`src/hw/rtl/lph_pkg.sv`:
```
// ----------------------------------------------------------------------------
// lph_pkg: shared types and constants of the linear probe hash table
// Operation and result codes, controller command and datapath status bundles.
// ----------------------------------------------------------------------------
package lph_pkg;

	// APB register map
	localparam int APB_DATA_W = 32;
	localparam int APB_ADDR_W = 2;
	localparam logic [APB_ADDR_W-1:0] ADDR_BUCKET_COUNT = '0;

	// reset value of the bucket_count register
	localparam int BUCKET_COUNT_RESET = 11;

	// operation codes
	typedef enum logic [1:0] {
		OP_INSERT = 2'd0,
		OP_FIND   = 2'd1,
		OP_ERASE  = 2'd2
	} op_t;

	// result status codes
	typedef enum logic [2:0] {
		ST_INSERTED  = 3'd0,
		ST_EXISTED   = 3'd1,
		ST_FOUND     = 3'd2,
		ST_NOT_FOUND = 3'd3,
		ST_ERASED    = 3'd4,
		ST_FULL      = 3'd5
	} status_t;

	// commands from controller to datapath
	typedef struct packed {
		logic    clr_step;    // write one empty entry of the clearing pass
		logic    accept;      // take the input transfer, start hashing the key
		logic    probe_init;  // probe position = home bucket
		logic    rd_pos;      // read entry at probe position
		logic    probe_next;  // advance probe position
		logic    wr_ins;      // store the key at probe position
		logic    er_init;     // empty probe position, open the hole there
		logic    er_read;     // step point forward and read it
		logic    er_div;      // capture entry at point, hash its key
		logic    er_keep;     // entry at point stays where it is
		logic    wr_hole;     // move captured entry into the hole
		logic    wr_point;    // empty point, hole follows it
		logic    set_code;    // record result code
		status_t code;
		logic    res_load;    // load the result register
	} lph_cmd_t;

	// status from datapath to controller
	typedef struct packed {
		logic clr_last;
		logic div_busy;
		logic op_insert;
		logic op_find;
		logic op_erase;
		logic ent_used;
		logic key_match;
		logic probe_last;
		logic er_end;
		logic stays;
		logic out_busy;
	} lph_sts_t;

endpackage

```
`src/hw/rtl/lph_ctrl.sv`:
```
// ----------------------------------------------------------------------------
// lph_ctrl: hash table controller
// Sequences clearing, hashing, probing, insert, and backward-shift erase.
// ----------------------------------------------------------------------------
module lph_ctrl import lph_pkg::*; (
	input  logic     clk,
	input  logic     arst_n,
	input  logic     in_valid,
	output logic     in_ready,
	input  lph_sts_t sts,
	output lph_cmd_t cmd
);

	typedef enum logic [12:0] {
		S_CLEAR = 13'b0000000000001,
		S_IDLE  = 13'b0000000000010,
		S_DIV   = 13'b0000000000100,
		S_RD    = 13'b0000000001000,
		S_PRB   = 13'b0000000010000,
		S_INS   = 13'b0000000100000,
		S_EWR   = 13'b0000001000000,
		S_ESTEP = 13'b0000010000000,
		S_ERD   = 13'b0000100000000,
		S_EDIV  = 13'b0001000000000,
		S_EMV1  = 13'b0010000000000,
		S_EMV2  = 13'b0100000000000,
		S_FIN   = 13'b1000000000000
	} state_t;

	state_t state_q;
	state_t state_nx;

	always_ff @(posedge clk or negedge arst_n) begin
		if (!arst_n) begin
			state_q <= S_CLEAR;
		end else begin
			state_q <= state_nx;
		end
	end

	// next state and commands
	always_comb begin
		state_nx = state_q;
		cmd      = '0;
		cmd.code = ST_NOT_FOUND;
		in_ready = 1'b0;
		unique case (state_q)
			S_CLEAR: begin
				cmd.clr_step = 1'b1;
				if (sts.clr_last) begin
					state_nx = S_IDLE;
				end
			end
			S_IDLE: begin
				in_ready = 1'b1;
				if (in_valid) begin
					cmd.accept = 1'b1;
					state_nx   = S_DIV;
				end
			end
			S_DIV: begin
				if (!sts.div_busy) begin
					cmd.probe_init = 1'b1;
					state_nx       = S_RD;
				end
			end
			S_RD: begin
				cmd.rd_pos = 1'b1;
				state_nx   = S_PRB;
			end
			// key, empty bucket or the last bucket in use ends the probe
			S_PRB: begin
				if (!sts.ent_used || sts.key_match) begin
					priority if (sts.op_insert && !sts.ent_used) begin
						state_nx = S_INS;
					end else if (sts.op_insert) begin
						cmd.set_code = 1'b1;
						cmd.code     = ST_EXISTED;
						state_nx     = S_FIN;
					end else if (sts.op_find && sts.ent_used) begin
						cmd.set_code = 1'b1;
						cmd.code     = ST_FOUND;
						state_nx     = S_FIN;
					end else if (sts.op_erase && sts.ent_used) begin
						state_nx = S_EWR;
					end else begin
						cmd.set_code = 1'b1;
						cmd.code     = ST_NOT_FOUND;
						state_nx     = S_FIN;
					end
				end else if (sts.probe_last) begin
					cmd.set_code = 1'b1;
					cmd.code     = sts.op_insert ? ST_FULL : ST_NOT_FOUND;
					state_nx     = S_FIN;
				end else begin
					cmd.probe_next = 1'b1;
					state_nx       = S_RD;
				end
			end
			S_INS: begin
				cmd.wr_ins   = 1'b1;
				cmd.set_code = 1'b1;
				cmd.code     = ST_INSERTED;
				state_nx     = S_FIN;
			end
			S_EWR: begin
				cmd.er_init  = 1'b1;
				cmd.set_code = 1'b1;
				cmd.code     = ST_ERASED;
				state_nx     = S_ESTEP;
			end
			// walk the cluster after the hole
			S_ESTEP: begin
				if (sts.er_end) begin
					state_nx = S_FIN;
				end else begin
					cmd.er_read = 1'b1;
					state_nx    = S_ERD;
				end
			end
			S_ERD: begin
				if (!sts.ent_used) begin
					state_nx = S_FIN;
				end else begin
					cmd.er_div = 1'b1;
					state_nx   = S_EDIV;
				end
			end
			S_EDIV: begin
				if (!sts.div_busy) begin
					if (sts.stays) begin
						cmd.er_keep = 1'b1;
						state_nx    = S_ESTEP;
					end else begin
						state_nx = S_EMV1;
					end
				end
			end
			S_EMV1: begin
				cmd.wr_hole = 1'b1;
				state_nx    = S_EMV2;
			end
			S_EMV2: begin
				cmd.wr_point = 1'b1;
				state_nx     = S_ESTEP;
			end
			S_FIN: begin
				if (!sts.out_busy) begin
					cmd.res_load = 1'b1;
					state_nx     = S_IDLE;
				end
			end
			default: begin
				state_nx = S_IDLE;
			end
		endcase
	end

	// one operation at a time
	assert property (@(posedge clk) disable iff (!arst_n)
		(in_valid && in_ready) |=> !in_ready)
		else $error("second transfer accepted during an operation");

	// no result while a remainder is still being computed
	assert property (@(posedge clk) disable iff (!arst_n)
		sts.div_busy |-> !cmd.res_load)
		else $error("result issued with remainder pending");

endmodule

```
`config.mk`:
```
export PLATFORM = sky130hd
export DESIGN_NAME = lph_ctrl
export DESIGN_NICKNAME = d
export VERILOG_FILES = /design/src/hw/rtl/lph_pkg.sv /design/src/hw/rtl/lph_ctrl.sv
export SDC_FILE = /design/constraint.sdc
export NUM_CORES = 1
export LEC_CHECK = 0
export ABC_CLOCK_PERIOD_IN_PS = 2200
export BUFFER_PORTS_ARGS = -buffer_cell sky130_fd_sc_hd__buf_2
export CAP_MARGIN = 5
export CORE_MARGIN = 2
export CORE_UTILIZATION = 45
export DETAILED_ROUTE_END_ITERATION = 8
export PLACE_DENSITY = 0.82
export SETUP_SLACK_MARGIN = 0.02
export SYNTH_ARGS = -nofsm -noshare
export SYNTH_HDL_FRONTEND = slang
export SYNTH_SLANG_ARGS = --single-unit
```
`constraint.sdc`:
```
create_clock -name clk -period 2.2 [get_ports clk]
set_input_delay 0.22 -clock clk [delete_from_list [all_inputs] [get_ports clk]]
set_output_delay 0.22 -clock clk [all_outputs]
set_load 0.005 [all_outputs]
```
==> flow_results.org <==
** Global routing
- Total routing usage reported by global routing :: between 20 and 30%
- Initial antenna violation count :: 0
- The via count of the first global-routing pass was approximately 1200.
- Global routing finished with a remaining overflow of 0.
- Wire length of the first global-routing pass :: approximately 5.8 mm
- Maximum number of pins on one net before global-route repair :: 14

** Worst setup path
- CP Buf/Inv Count :: 1
- For the worst setup path, the data required time is roughly 2000 ps.
- Setup crit start :: state_q[8]
- Slowest cell delay on critical path :: between 500 and 600 ps
- Walking the worst path, the cells encountered are or4_4 > nor4_4 > and2_4 > nand2b_4 > buf_6.
- Setup slack of the most critical reg-to-reg path :: 100 ps
- Top fanout value on the critical path :: 6
- The largest individual stage delay along the critical path comes from the cell or4_4.
- Cell type group with the largest total delay on the critical path :: simple AND/OR/NAND/NOR gates
- Start-to-end type of the worst setup path :: reg2out
- Kind of start point of the critical path :: flop
- The startpoint identified for the worst register-to-register timing path is state_q[4].
- The worst setup path is captured at a primary output.
- At the worst endpoint, the arrival time is 2120 ps.

** Place
- Post-detailed-placement half-perimeter wirelength :: 2.35 mm
- Pre-CTS WS :: 128 ps
- Buffers placed on the I/O ports in this run total 31.
- The congestion estimate from routability-driven global placement came to ~0.9.

** Cells and area
- Registers with the most flip-flops :: state_q (13)
- Antenna diode count :: 0
- Nets@finish :: 197
- The register with the most flip-flops in the layout has 13 of them.
- Register containing the most flip-flops in the final layout :: state_q
- Once layout is complete, the utilization of the core stands at between 70% and 80%.
- Cells with a size suffix above 1 make up 56.6% of the layout.
- From synthesis to final layout, the design area changed by 47.6%.

** Floorplan
- Row generation in the floorplan step produced 17 rows.
- Floorplan die height :: 53.1 um
- Core area :: 2250 um2
- I/O Pins :: 32
- The initial utilization of the core area, before any placement, comes to ~48%.
- Die ar. :: 2820 um2
- The die is 53.1 um wide.

** STA
- Measured against its own limit, the worst slew margin works out to about two thirds.
- At the pin with the least slew margin, the transition time is 487 ps.
- Setup ws final :: -138 ps
- Final Hold Viols :: 0
- Clock tree skew after final layout :: about 0.58 ps
- Final critical delay including setup and external delays :: about 2300 ps
- Setup violations remaining at the end of the flow were counted as 8.
- Crit share post-route :: 106%
- The number of max-slew violations in the final report is 0.
- Max Clk Rate :: 428 MHz
- Setup repair after global routing could not meet its margin everywhere.

** Synth
- Post-synth EDFFs :: 0
- After Yosys synthesis, full adders, half adders and majority gates account for 0% of the synthesized area.
- Number of nets produced by synthesis :: 139
- Sequential share of the synthesized area :: 30.1%
- Counting every instance in the synthesized netlist gives 125.
- Area share of the largest cell type after synthesis :: around 28%
- The synthesized netlist devotes 13.7% of its cell area to compound gates.
- Mapped cell area :: 1090 um2
- Dominant cells by area after synthesis :: dfrtp_1, nor2_1, nor4_1
- Mean Syn Cell Area :: 8.69 um2
- Flip-flop cell with the highest count after synthesis :: dfrtp_1
- Top cell type by total area after synthesis :: dfrtp_1
- Fraction of synthesized area in multiplexers :: less than 1%
- Summing the areas of all xor and xnor instances in the mapped netlist gives 2.42% of the synthesized area.
- For this run, the number of Yosys warnings is 0.
- Number of flip-flops and latches in the synthesized netlist :: 13
- Netlist cell types :: 51
- After Yosys synthesis, and, or, nand and nor cells account for 45.7% of the synthesized area.
- Largest family of logic cells by synthesized area :: simple AND/OR/NAND/NOR gates
- Async SR Flop Fraction :: 100%

** Run
- The tool flagged a number of max-cap violations equal to 0.

** Hold path
- Type of the tightest min-delay check :: in2reg
- Hold Path Origin :: sts[1]

** Clock network
- Clock latency on the worst-skew pair, taken at its later pin, is slightly below 300 ps.
- Clock-pin slew on the worst setup and hold paths :: 90 ps
- Deepest level of the CTS H-tree :: 1
- The number of clock buffers added by TritonCTS is 3.
- CTS Root Buffer Type :: clkbuf_4
- The clock drives 13 sinks.
- Clock tree from TritonCTS :: built
- Maximum clock insertion buffer count :: 2

** Routing
- Number of DRC violations after detailed routing :: 0
- Via density :: between 6 and 7
- The count of nets left with antenna violations once routing finished came out at 0.
- The first routing iteration left between 80 and 90 violations.
- Number of iterations in the first detailed-routing pass :: 4
- Drt total wl :: 4.14 mm
- Routed via count :: 1335
- Wire length per cell after detailed routing :: 19.7 um

** Pwr
- For this design the static power due to leakage is between 0.0007 and 0.0008 uW.
- Power comes to 1210 uW.
- VDD sags by at most 0.707 mV.
- Power spread over the standard cell area amounts to 757 nW/um2.

** Outcome
- Run status :: finished with violations
- Failing checks :: negative setup slack
-- cell usage after synthesis, drive strengths merged (2+ instances only) --
master	n
nor4	9
dfrtp	12
nor2b	2
or4b	3
nor4b	2
o21bai	2
o21ai	5
and4b	3
xnor2	3
nand3	3
a21oi	2
inv	7
buf	4
nor2	16
nor3	8
and2	5
or4	3
nand2	8
nand3b	2
clkbuf	2
or3	3
nand2b	2
-- worst paths after layout --
check	cells after the start	end
worst min-delay path	2	state_q[10]
worst min register to register	3	state_q[0]
worst max-delay path	5	cmd[4]
min in group asynchronous	2	state_q[1]
worst max register to register	6	state_q[3]
max in group asynchronous	2	state_q[0]
-- worst reg2reg max path: stages, from the launching register on --
cell,delay (ps)
dfrtp_2,430
or4_4,590
buf_6,150
or3_4,340
buf_4,150
a21boi_1,140
a311oi_2,200
-- per-layer routing --
| metal | global-route usage [%] | vias to the layer above | part of all wire [%] |
|---|---|---|---|
| li1 | - | 583 | - |
| met1 | 33.0 | 649 | 37 |
| met2 | 48.3 | 86 | 51 |
| met3 | 8.19 | 17 | 9.6 |
| met4 | 14.5 | 0 | 2.6 |
| met5 | 0 | - | 0 |
-- repair_timing --
action                                  in CTS  in global routing
hold buffers                                 1                  0
pin swaps                                   13                 10
endpoints found under the setup margin       9                 14
hold endpoints to repair                    12                  0
resized for setup                           22                 15
setup buffers                               15                  8
-- report_power, final --
part / switching (uW) / internal (uW)
clock: 94.8 / 70.7
combinational: 367 / 358
sequential: 50.3 / 271
total: 513 / 700
-- kinds of logic (layout without fill, tap and decap cells) --
group / count (synthesis) / after routing
AOI/OAI and AO/OA: 20 / 20
xor gates and xnor gates: 3 / 3
buffers and inverters: 13 / 70
DFF: 13 / 13
muxes: 1 / 1
and+or+nand+nor: 75 / 75
-- cell usage in the layout (no fill, tap or decap), types with 2 or more instances in the layout --
cell type	synthesis	layout
buf_6	2	7
buf_2	2	28
nor4b_1	2	2
inv_1	7	7
or4_4	2	3
dfrtp_1	12	2
or3_4	1	2
nand3_1	3	3
nor4_1	7	3
o21bai_1	2	2
nor4_4	2	4
nor2_1	15	14
or4b_4	1	2
and2_1	5	2
buf_4	0	23
o21ai_0	5	4
nor3_1	7	7
and2_4	0	3
clkbuf_4	0	3
dfrtp_2	0	10
xnor2_1	3	3
a21oi_1	2	2
nor2b_1	2	2
nand2_1	8	7
nand3b_1	2	2
nor4_2	0	2
and4b_1	2	2
-- final cells by class --
type	count	area, um2
multi-input cells	99	774
repair buffers	59	402
well taps	28	35.0
clock buffers	4	26.3
fillers	168	652
inverters	7	26.3
flip-flops and latches	13	339
-- stage by stage --
step | area [um2] | setup TNS [ps] | cells | hold slack, ps
6_report | 1600 | -644 | 210 | 85.0
5_1_grt | 1600 | -1480 | 210 | 90.6
4_1_cts | 1480 | -83.5 | 202 | 107
3_5_place_dp | 1250 | 0 | 182 | 126
3_3_place_gp | 1250 | 0 | 182 | 125
2_1_floorplan | 1090 | 0 | 125 | -75.6
Note: power is estimated with default switching activity, not from simulation.
